--- src/rtl/core/qrs_pkg.sv ---
`timescale 1ns / 1ps
// ----------------------------------------------------------------------------
// Quadratic root solver package
// Shared payload types, widths and status codes.
// ----------------------------------------------------------------------------
package qrs_pkg;

    localparam int COEF_W = 32;
    localparam int THR_W  = 32;
    localparam int NUM_W  = COEF_W + 2;
    localparam int DEN_W  = COEF_W + 1;
    localparam int RAD_W  = 2 * COEF_W + 2;
    localparam int SQRT_W = RAD_W / 2;

    localparam logic [1:0] ST_TWO    = 2'd0;
    localparam logic [1:0] ST_DOUBLE = 2'd1;
    localparam logic [1:0] ST_LINEAR = 2'd2;
    localparam logic [1:0] ST_NONE   = 2'd3;

    typedef struct packed {
        logic signed [COEF_W-1:0] coef_a;
        logic signed [COEF_W-1:0] coef_b;
        logic signed [COEF_W-1:0] coef_c;
    } t_coef_in;

    typedef struct packed {
        logic signed [COEF_W-1:0] root_one;
        logic signed [COEF_W-1:0] root_two;
        logic [1:0]               solve_status;
        logic                     overflow;
    } t_root_out;

    typedef struct packed {
        logic [1:0]              status;
        logic signed [NUM_W-1:0] num;
        logic [DEN_W-1:0]        den;
        logic                    neg;
        logic [RAD_W-1:0]        rad;
    } t_job;

endpackage

--- src/rtl/core/qrs_queue.sv ---
`timescale 1ns / 1ps
// ----------------------------------------------------------------------------
// Quadratic root solver job queue
// Small first-in first-out buffer between the front and back ends.
// ----------------------------------------------------------------------------
module qrs_queue
    import qrs_pkg::*;
#(
    parameter int DEPTH = 4
) (
    input  logic i_clk,
    input  logic i_rst_n,
    input  logic i_push_valid,
    output logic o_push_ready,
    input  t_job i_push_job,
    output logic o_pop_valid,
    input  logic i_pop_ready,
    output t_job o_pop_job
);

    localparam int PTR_W = (DEPTH > 1) ? $clog2(DEPTH) : 1;
    localparam int CNT_W = $clog2(DEPTH + 1);

    t_job               r_mem [DEPTH];
    logic [PTR_W-1:0]   r_wr_ptr;
    logic [PTR_W-1:0]   r_rd_ptr;
    logic [CNT_W-1:0]   r_count;
    logic               w_push;
    logic               w_pop;

    assign o_push_ready = (r_count != CNT_W'(DEPTH));
    assign o_pop_valid  = (r_count != '0);
    assign o_pop_job    = r_mem[r_rd_ptr];
    assign w_push       = i_push_valid && o_push_ready;
    assign w_pop        = o_pop_valid && i_pop_ready;

    always_ff @(posedge i_clk) begin
        if (!i_rst_n) begin
            r_wr_ptr <= '0;
            r_rd_ptr <= '0;
            r_count  <= '0;
        end else begin
            if (w_push) begin
                r_wr_ptr <= (r_wr_ptr == PTR_W'(DEPTH - 1)) ? '0 : r_wr_ptr + 1'b1;
            end
            if (w_pop) begin
                r_rd_ptr <= (r_rd_ptr == PTR_W'(DEPTH - 1)) ? '0 : r_rd_ptr + 1'b1;
            end
            if (w_push && !w_pop) begin
                r_count <= r_count + 1'b1;
            end else if (w_pop && !w_push) begin
                r_count <= r_count - 1'b1;
            end
        end
    end

    always_ff @(posedge i_clk) begin
        if (w_push) begin
            r_mem[r_wr_ptr] <= i_push_job;
        end
    end

endmodule

--- config.mk ---
export PLATFORM = sky130hd
export DESIGN_NAME = qrs_queue
export DESIGN_NICKNAME = d
export VERILOG_FILES = /design/src/rtl/core/qrs_pkg.sv /design/src/rtl/core/qrs_queue.sv
export SDC_FILE = /design/constraint.sdc
export NUM_CORES = 1
export LEC_CHECK = 0
export BUFFER_PORTS_ARGS = -buffer_cell sky130_fd_sc_hd__buf_2
export CAP_MARGIN = 25
export CORE_MARGIN = 2
export CORE_UTILIZATION = 30
export DETAILED_ROUTE_END_ITERATION = 7
export HOLD_SLACK_MARGIN = 0.05
export PLACE_DENSITY = 0.56
export SYNTH_ARGS = -nofsm -noshare
export SYNTH_HDL_FRONTEND = slang
export SYNTH_SLANG_ARGS = --single-unit
export TNS_END_PERCENT = 100
--- constraint.sdc ---
create_clock -name i_clk -period 8.8 [get_ports i_clk]
set_clock_uncertainty 0.2 [all_clocks]
set_input_delay 0.44 -clock i_clk [delete_from_list [all_inputs] [get_ports i_clk]]
set_output_delay 0.44 -clock i_clk [all_outputs]
set_load 0.02 [all_outputs]
### Yosys cells after proc, flatten, opt, wreduce, memory -nomap -nowiden

Memory sizes are Yosys's and may differ from the RTL's. A register that Yosys moved wholly into a read port is not among the register bits.
Cells that the tools add are included.

* $add $sub $neg: 4
* reduce and logical (&&, ||, !) cells: 8
* eq/ne operators: 3
* multiplexer cells: 8

Operators by type and width (number)
* $mux W2: 4
* $mux W3: 2
* $add A2 B1 Y2 const B: 2
* $eq A2 B2 Y1 const B: 2
* $logic_and A1 B1 Y1: 4
* $add A3 B1 Y3 const B: 1
* $ne A3 B3 Y1 const B: 1
* $reduce_bool A3 Y1: 1
* $sub A3 B1 Y3 const B: 1
* $logic_not A1 Y1: 2
* $mux W1: 2
* $reduce_bool A2 Y1: 1

* register bits: 7
* word-level logic and storage cells: 27
* memory bits (writable): 544
* memories: 1
* bits of input ports: 140

Memories
* r_mem: words 4, width 136, read ports 1, clocked after memory_dff 1, wr ports 1, RTL line qrs_queue.sv:24 `t_job r_mem [DEPTH];`

### Logic depth before layout (Yosys ltp)

Gate-level depths: netlist (run 1).

* word-level depth: 6
* gate-level depth with buffers: 9
* gate-level depth less buffers: 8

### Least setup slack after synthesis (run 1)

OpenSTA, ideal clock, no wires.

* kind: flip-flop to flip-flop
* from: register r_count[0]
* to: memory r_mem[0][0] in the netlist's numbering (enable)
* data arrival time: 2457 ps
* required time: 8165 ps
* cell stages (with the launch flop): 4
* setup slack: 5708 ps
* cell sequence: dfxtp_1 -> or3b_1 -> clkbuf_2 -> and3_2

* word-level cells in the longest chain between the ends: 4

Ends and longest elaborated chain
* start, declared: RTL line qrs_queue.sv:27 `logic [CNT_W-1:0] r_count;`
* start signal, assigned: RTL line qrs_queue.sv:50 `r_count <= r_count + 1'b1;`
* start signal, assigned: RTL line qrs_queue.sv:52 `r_count <= r_count - 1'b1;`
* $ne A3 B3 Y1: RTL line qrs_queue.sv:31 `assign o_push_ready = (r_count != CNT_W'(DEPTH));`
* named net o_push_ready: RTL line qrs_queue.sv:14 `output logic o_push_ready,`
* $logic_and A1 B1 Y1: RTL line qrs_queue.sv:34 `assign w_push = i_push_valid && o_push_ready;`
* $mux W1: RTL line qrs_queue.sv:58 `if (w_push) begin`
* $mux W1 (implied by the code): RTL line qrs_queue.sv:59 `r_mem[r_wr_ptr] <= i_push_job;`
* end, declared: RTL line qrs_queue.sv:24

The timed path passes the listed nets, and every way through them passes these cells.

==> results of run 1 <==
-- cell usage in the layout, fill, tap and decap left out --
cell type	netlist	routed
dfxtp_4	0	2
nor2_1	2	2
o21ai_0	3	3
clkinv_1	0	13
clkbuf_1	7	11
edfxtp_1	544	544
inv_1	3	3
mux2i_1	2	2
nand3_1	2	2
o21ai_1	1	1
nand4_1	1	1
clkbuf_16	0	61
ha_1	6	6
nor2b_1	1	1
dlygate4sd3_1	0	141
or3b_1	1	1
clkinv_2	0	5
clkinv_4	0	4
and3_4	0	4
mux4_2	136	136
a21boi_0	1	1
bufinv_16	0	4
clkinvlp_4	0	2
inv_6	0	1
nand2_1	5	5
fa_1	1	1
or3_2	2	2
xor2_1	1	1
xnor2_1	1	1
buf_2	15	277
buf_4	3	13
o31ai_1	1	1
dfxtp_1	9	7
and2_1	1	1
and2_4	1	1
-- final timing paths --
kind / startpoint / endpoint / slack, ns / cells past startpoint
worst max register to register: r_count[0] / r_mem[0][19] / 5.99 / 3
worst min register to register: r_wr_ptr[1] / r_wr_ptr[1] / 0.31 / 2
worst max-delay path: flip-flop / o_pop_job[32] / 4.61 / 4
worst min-delay path: r_wr_ptr[1] / r_wr_ptr[1] / 0.31 / 2
-- layer usage --
metal	track usage	wire [microns]	vias to the layer above
li1	-	-	4220
met1	0.154	17600	5025
met2	0.197	20100	265
met3	0.0317	2500	71
met4	0.0357	1010	0
met5	0	0	-
-- power by group --
part           total [mW]  leakage (nW)  switching, mW  internal [mW]
sequential           3.29          5.06         0.0947           3.19
combinational        1.64          2.60          0.963          0.679
clock                2.32         0.882          0.956           1.37
-- sequential cells by signal, summed over array words and instances (netlist names), named ones only --
name      cells
r_mem       544
r_count       3
r_rd_ptr      2
r_wr_ptr      2
-- kinds of logic after synthesis --
logic type | after synthesis | share of synthesized area
xor gates and xnor gates | 2 | 0.000873
adders and majority gates | 7 | 0.00474
muxes | 138 | 0.154
AOI/OAI and AO/OA | 6 | 0.00175
buffers and inverters | 35 | 0.0103
DFF | 553 | 0.823
and+or+nand+nor | 20 | 0.00586
-- cell type report --
class	instances	area share
well taps	864	0.0421
flip-flops and latches	553	0.643
clock inverters	29	0.00984
repair buffers	431	0.113
inverters	3	0.000438
clock buffers	72	0.0610
multi-input cells	173	0.131
-- synth_stat cells (2+ instances only) --
master,count
buf_2,15
buf_6,6
inv_1,3
buf_4,3
nand3_1,2
clkbuf_1,7
nor2_1,2
dfxtp_1,9
and3_2,4
mux4_2,136
o21ai_0,3
or3_2,2
ha_1,6
nand2_1,5
edfxtp_1,544
mux2i_1,2
-- timing repair --
action,4_1_cts,5_1_grt
hold endpoints to repair,553,0
setup buffers,0,0
hold buffers,141,0
-- critical path: cells and delay by family, from the launching register on --
kind,cells,cell delay (ns)
buf+inv,3,1.55
flops,1,0.71
mux,1,0.63
-- metrics by stage --
step / hold slack (ns) / cells
5_1_grt: 0.359 / 2125
6_report: 0.313 / 2125
3_3_place_gp: 0.290 / 1883
4_1_cts: 0.317 / 2125
3_5_place_dp: 0.309 / 1883
2_1_floorplan: 0.268 / 761
==> results.json, run 1 <==
{
  "regArea_sq_mm": 0.0165,
  "io_pins": 278,
  "fillers": 5891,
  "areaGrowthSynthToFinish_pct": 28.0,
  "place_area_sq_mm": 0.0225,
  "ant_nets": 0,
  "setup-violations-final": 0,
  "syn_nets": 908,
  "synth.area.top_cells": "edfxtp_1 81%, mux4_2 15%, dfxtp_1 0.90%",
  "grt-ovfl-total": 0,
  "grt_pass1_vias": 10636,
  "holdCritPathClass": "flip-flop to flip-flop",
  "netlist.area_leader.share": 0.814,
  "status": "finished, final reports clean",
  "synth_ff_type": "edfxtp_1",
  "htreeDepth": 2,
  "row_count": 94,
  "dpl.hpwl_microns": 24000,
  "tightest_slew_ns": 1.01,
  "timing.critical_path.mode_cell": "buf_4",
  "crit_chain": "buf_4 > buf_4 > mux4_2 > buf_2",
  "async_flop_share": 0,
  "antenna_found_initial": 1,
  "crit_slowest_cell": "dfxtp_4",
  "drtPass1Iterations": 5,
  "timing.final.ws_setup_ns": 4.61,
  "cp-start-kind": "flip-flop",
  "multiInputGateArea_sq_mm": 0.00336,
  "initialDrtViolationCount": 724,
  "grt_max_degree": 60,
  "fin_util": 0.389,
  "die_area_sq_mm": 0.0690,
  "syn-cell-area_sq_mm": 0.0201,
  "drt_wl_total_microns": 41200,
  "ir_drop_mv": 0.176,
  "dp_slack_ns": 5.04,
  "ys_seq_area_frac": 0.823,
  "arrival_ns": 3.55,
  "min_period_ns": 4.19,
  "stdcell_area_sq_mm": 0.0257,
  "cts_made_buffers": 58,
  "required_ns": 8.16,
  "drc": 0,
  "cts_resized": 0,
  "achievable-frequency_mhz": 238,
  "hold_viol": 0,
  "grt_use_total": 0.119,
  "ys_warn_count": 0,
  "critPathMaxStageDelay_ns": 0.71,
  "rsz0062_at_grt": "false",
  "viasPerCell": 4.51,
  "clockBufferDepth": 3,
  "avgSynthCellArea_sq_um": 26.4,
  "synthCells": 761,
  "core_area_sq_mm": 0.0660,
  "finalSetupTns_ns": 0,
  "power_mw": 7.26,
  "yosysUniqueCellTypes": 28,
  "final.period_utilization": 0.477,
  "synth_seq_cells": 553,
  "dieWidth_microns": 263,
  "maxCapViolCount": 0,
  "cts.reportedPaths.clkPinSlew_ns": 0.06,
  "clockRootBuffer": "clkbuf_16",
  "wire_per_inst_microns": 19.4,
  "synth_edf_count": 544,
  "numClockSinks": 553,
  "die_h_microns": 263,
  "port_buffers": 277,
  "initial_utilization": 0.304,
  "relSlewSlack": 0.324,
  "grt_first_pass_wirelength_microns": 63200,
  "layout.nets": 1367,
  "yosysTopAreaCell": "edfxtp_1",
  "powerDensity_mw_per_mm2": 282,
  "p_leak_nw": 8.54,
  "crit_type": "flip-flop to primary output",
  "drv_slew": 0,
  "gp_congestion": 0.706,
  "cts_tree": "done",
  "critPathMaxFanout": 35,
  "via_count": 9581,
  "clk_latency_ns": 0.59,
  "n_antenna_cell": 0,
  "end_kind": "primary output",
  "drive_gt1_frac": 0.406
}
No activity file was read; power rests on OpenSTA's default activity.
==> run 2, diff against run 1 <==
- ABC_AREA: unset -> 1
- clock period: 8.8 -> 4.4 ns (I/O delays scaled with it)
==> run 2 against run 1 <==
Flip-flop and latch count did not move. Count of clock-buffer cells in the layout grew 7. Global-route usage increased by 1.8 points. First-iteration DRC count is 33% higher. Via count rose by 36%. Utilization is 0.19 points lower. Register-to-register slack worse by 4.3 ns. Synthesized cell count is 82% higher. Sequential share of layout area down 1.0 points. Worst setup slack lost 3.6 ns. Clock power is 100% higher. Hold slack lost 0.15 ns. Largest cell class unchanged. Largest power group unchanged.
==> results.json, run 2 <==
{
  "stdcell_count": 2717,
  "viasPerCell": 4.78,
  "holdCritPathClass": "input pin to flip-flop",
  "netlist.area_leader.share": 0.796,
  "crit_type": "flip-flop to primary output",
  "ir_drop_mv": 0.388,
  "wire_per_inst_microns": 18.4,
  "synth_edf_count": 544,
  "relSlewSlack": 0.289,
  "grt_first_pass_wirelength_microns": 74800,
  "crit_chain": "inv_4 > buf_4 > o21ai_0 > o22ai_1 > buf_2",
  "min_path_cells": 2,
  "cts.reportedPaths.clkPinSlew_ns": 0.06,
  "largest_reg_flops": 544,
  "synth_seq_cells": 553,
  "syn-cell-area_sq_mm": 0.0205,
  "grt.busiest_layer": "met2",
  "grt_pass1_vias": 12998,
  "grt_use_total": 0.137,
  "drive_gt1_frac": 0.210,
  "yosysUniqueCellTypes": 19,
  "synth.top_cells.by_count": "544 x edfxtp_1, 289 x nor2_1, 267 x o21ai_0, 136 x o22ai_1, 58 x clkbuf_1",
  "async_flop_share": 0,
  "achievable-frequency_mhz": 296,
  "die_area_sq_mm": 0.0705,
  "drc": 0,
  "use_met2": 0.231,
  "areaGrowthSynthToFinish_pct": 27.3,
  "final_cell_mix": "544 x edfxtp_1, 285 x nor2_1, 277 x buf_2",
  "row_count": 95,
  "initialDrtViolationCount": 966,
  "crit_slowest_cell": "inv_4",
  "hold_ws_ns": 0.158,
  "end_kind": "primary output",
  "syn_nets": 1532,
  "die_h_microns": 265,
  "critPathMaxFanout": 60,
  "final.period_utilization": 0.767,
  "p_leak_nw": 9.04,
  "ant_nets": 0,
  "clockRootBuffer": "clkbuf_16",
  "grt_max_degree": 163,
  "port_buffers": 277,
  "tightest_slew_ns": 1.07,
  "avgSynthCellArea_sq_um": 14.8,
  "core_area_sq_mm": 0.0674,
  "setup-violations-final": 0,
  "hold_viol": 0,
  "layout.nets": 1941,
  "clockBufferDepth": 3,
  "io_pins": 278,
  "clk_latency_ns": 0.60,
  "ys_warn_count": 0,
  "via_count": 12987,
  "final_common_cell": "edfxtp_1",
  "status": "finished, final reports clean",
  "yosysTopAreaCell": "edfxtp_1",
  "rsz0062_at_grt": "false",
  "drv_slew": 0,
  "reg2regPathDepth": 5,
  "required_ns": 3.98,
  "cts_tree": "done",
  "top_regs": "r_mem: 544 flops, r_count: 3 flops",
  "arrival_ns": 2.96,
  "dpl.hpwl_microns": 26400,
  "regMostFlops": "r_mem",
  "synth_ff_type": "edfxtp_1",
  "min_period_ns": 3.38,
  "synthCells": 1385,
  "antenna_found_initial": 5,
  "use_met3": 0.0333,
  "numClockSinks": 553,
  "maxCapViolCount": 0,
  "initial_utilization": 0.304,
  "drtPass1Iterations": 5,
  "cts_made_buffers": 59,
  "htreeDepth": 2,
  "critPathMaxStageDelay_ns": 0.69,
  "ys_seq_area_frac": 0.805,
  "grt-ovfl-total": 0,
  "gp_congestion": 0.710,
  "synth.most_common_cell": "edfxtp_1",
  "place_inst": 2465,
  "dieWidth_microns": 265,
  "powerDensity_mw_per_mm2": 605,
  "synth.area.top_cells": "edfxtp_1 80%, o21ai_0 6.5%, nor2_1 5.3%",
  "met1_usage": 0.172,
  "cts_resized": 0,
  "cp-start-kind": "flip-flop",
  "drt_wl_total_microns": 50000
}
==> run 2: changes by cell type after synthesis, sizes merged, moves of 4 or more <==
cell,change
nor2,+287
o21ai,+270
mux4,-136
o22ai,+136
clkbuf,+50
inv,+14
nand2,+10
buf,+7
and3,-4
==> run 2: report_power, final <==
group,total [mW],switching (mW),internal [mW]
clock,4.72,1.98,2.74
sequential,6.63,0.219,6.41
combinational,4.46,3.16,1.30
==> run 2: kinds of logic after synthesis <==
family                   Yosys count  share of synthesized area
AND/OR/NAND/NOR                  307                     0.0565
adder cells (fa/ha/maj)            7                    0.00464
AO/OA/AOI/OAI                    412                      0.109
buffers and inverters            106                     0.0249
flip-flops                       553                      0.805
==> run 2: routing by layer <==
layer	part of all wire	vias to the layer above	wire [microns]
met2	0.48	357	24200
li1	-	6055	-
met5	0.00092	-	46
met4	0.027	6	1370
met3	0.063	92	3160
met1	0.42	6477	21200
==> run 2: critical path, delay by kind of cell, from the launching register on <==
family                 cells  cell delay [ns]
AO/OA/AOI/OAI              2             0.40
buffers and inverters      3             1.35
flip-flops                 1             0.58
==> run 2: cell type report <==
| class | count | area, sq um |
|---|---|---|
| repair buffers | 437 | 3050 |
| multi-input cells | 726 | 3520 |
| clock buffers | 79 | 1570 |
| clock inverters | 30 | 279 |
| well taps | 873 | 1090 |
| flip-flops and latches | 553 | 16500 |
| inverters | 17 | 73.8 |
| fillers | 6275 | 41300 |
| diodes | 2 | 5.00 |
==> run 2: through the flow <==
step	utilization	instance area (sq um)	total power, mW	worst slack (ns)	TNS (ns)
5_1_grt	0.388	26100	16.6	0.798	0
3_3_place_gp	0.339	22800	11.1	1.63	0
3_5_place_dp	0.339	22800	11.2	1.60	0
2_1_floorplan	-	20500	9.51	-0.674	-366.61
4_1_cts	0.387	26100	16.0	0.907	0
6_report	0.388	26100	15.8	1.02	0
==> run 2: final timing paths <==
path	from	end	slack, ns
worst max-delay path	flip-flop	o_pop_job[92]	1.02
worst min-delay path	i_push_job[22]	r_mem[1][22]	0.16
worst max register to register	r_count[1]	r_mem[2][79]	1.72
worst min register to register	r_count[0]	r_count[0]	0.32
==> run 2: timing repair <==
item	CTS	global route
setup buffers	0	0
hold endpoints to repair	553	0
hold buffers	141	0
==> run 3, diff against run 2 <==
- clock period: 4.4 -> 3.2 ns (I/O delays scaled with it)
==> run 3 against run 2 <==
Cell count about the same. Largest cell class unchanged. Hold slack got worse by 0.058 ns. Non-clock buffer count increased by 2. Highest routed layer unchanged. Register-to-register slack got worse by 0.95 ns. Worst setup slack got worse by 0.72 ns. Largest power group unchanged. First-iteration DRC count decreased by 8.1%. Flip-flop and latch count unchanged. Power increased by 41%. Final area increased by 0.89%. Critical path depth unchanged. Via count increased by 0.10%. Wire length increased by 1.1%.
==> results.json, run 3 (synthesized netlist as in run 2, its figures left out) <==
{
  "status": "finished, final reports clean",
  "p_leak_nw": 9.15,
  "antenna_found_initial": 3,
  "gp_congestion": 0.714,
  "core_area_sq_mm": 0.0674,
  "multiInputGateArea_sq_mm": 0.00353,
  "critPathMaxFanout": 112,
  "tightest_slew_ns": 0.628,
  "die_h_microns": 265,
  "min_to": "r_mem[1][51]",
  "final.period_utilization": 0.905,
  "min_period_ns": 2.90,
  "numClockSinks": 553,
  "grt_use_total": 0.141,
  "clockRootBuffer": "clkbuf_16",
  "ant_nets": 0,
  "achievable-frequency_mhz": 345,
  "fillers": 6204,
  "viasPerCell": 4.79,
  "grt-ovfl-total": 0,
  "grt_first_pass_wirelength_microns": 77100,
  "dpl.hpwl_microns": 26900,
  "ff2ff_setup_slack_ns": 0.77,
  "hold_ws_ns": 0.101,
  "cts_made_buffers": 60,
  "drt_wl_total_microns": 50500,
  "drc": 0,
  "htreeDepth": 2,
  "final_cell_mix": "544 x edfxtp_1, 284 x nor2_1, 277 x buf_2",
  "cts.reportedPaths.clkPinSlew_ns": 0.06,
  "timing.final.ws_setup_ns": 0.305,
  "crit_type": "flip-flop to primary output",
  "grt_max_degree": 127,
  "row_count": 95,
  "grt_pass1_vias": 13547,
  "required_ns": 2.84,
  "holdCritPathClass": "input pin to flip-flop",
  "clockBufferDepth": 3,
  "place_area_sq_mm": 0.0229,
  "place_inst": 2463,
  "wire_per_inst_microns": 18.6,
  "drv_slew": 0,
  "via_count": 13000,
  "setup-violations-final": 0,
  "layout.nets": 1944,
  "largest_reg_flops": 544,
  "io_pins": 278,
  "ir_drop_mv": 0.600,
  "initial_utilization": 0.304,
  "rsz0062_at_grt": "false",
  "maxCapViolCount": 0,
  "final_common_cell": "edfxtp_1",
  "power_mw": 22.2,
  "finalSetupTns_ns": 0,
  "cts_tree": "done",
  "holdCritStartpoint": "i_push_job[51]",
  "reg2reg_to": "r_wr_ptr[1]",
  "initialDrtViolationCount": 888,
  "cts_resized": 0,
  "regArea_sq_mm": 0.0165,
  "stdcell_area_sq_mm": 0.0263,
  "dp_slack_ns": 0.904,
  "hold_viol": 0,
  "arrival_ns": 2.54,
  "powerDensity_mw_per_mm2": 844,
  "die_area_sq_mm": 0.0705,
  "clk_latency_ns": 0.60,
  "r2r_start": "r_wr_ptr[0]",
  "end_kind": "primary output",
  "fin_util": 0.391,
  "dieWidth_microns": 265,
  "port_buffers": 277,
  "cp-start-kind": "flip-flop",
  "relSlewSlack": 0.581,
  "drtPass1Iterations": 5,
  "top_regs": "r_mem: 544 flops, r_count: 3 flops",
  "regMostFlops": "r_mem",
  "areaGrowthSynthToFinish_pct": 28.4,
  "drive_gt1_frac": 0.213,
  "stdcell_count": 2716,
  "reg2regPathDepth": 7,
  "min_path_cells": 2
}
-- run 3: cell types whose count changed in the layout (fill, tap and decap cells not counted), sizes merged --
cell         change
clkinvlp         -3
clkinv           +2
dlygate4sd3      +4
clkbuf           -5
inv              -1
buf              -2
diode            -1
bufinv           +5
-- run 3: metal layers --
| layer | part of all wire | wire, microns | GRT usage |
|---|---|---|---|
| met1 | 0.43 | 21800 | 0.176 |
| met2 | 0.49 | 24800 | 0.242 |
| met3 | 0.059 | 3000 | 0.0338 |
| met4 | 0.019 | 985 | 0.0388 |
| met5 | 0.00053 | 27 | 0 |
-- run 3: worst max path at each step --
| stage | to | cells past startpoint |
|---|---|---|
| floorplan | r_mem[0][0] | 4 |
| global route | o_pop_job[62] | 5 |
| finish | o_pop_job[34] | 5 |
| global placement | o_pop_job[57] | 5 |
| detailed placement | o_pop_job[19] | 5 |
| CTS | o_pop_job[19] | 5 |
-- run 3: repair_timing --
action | in CTS | in global routing
buffers inserted | 0 | 0
endpoints found under the hold margin | 553 | 0
hold buffers | 145 | 0
-- run 3: worst max-delay path, cell delays in order (launching register included) --
cell and delay, ns:
dfxtp_4 0.47, inv_8 0.35, buf_12 0.38, o21ai_0 0.16
o22ai_1 0.18, buf_2 0.20
-- run 3: where the power goes --
group | switching [mW] | internal, mW
registers | 0.261 | 8.82
logic | 4.40 | 1.83
clock network | 2.74 | 4.17
total | 7.41 | 14.8
-- run 3: final cells by class --
type,instances,share of cell area
Clock inverter,33,0.0154
Inverter,17,0.00280
Timing Repair Buffer,439,0.120
Sequential cell,553,0.627
Clock buffer,74,0.0594
Antenna cell,1,0.0000950
Multi-Input combinational cell,726,0.134
Tap cell,873,0.0415
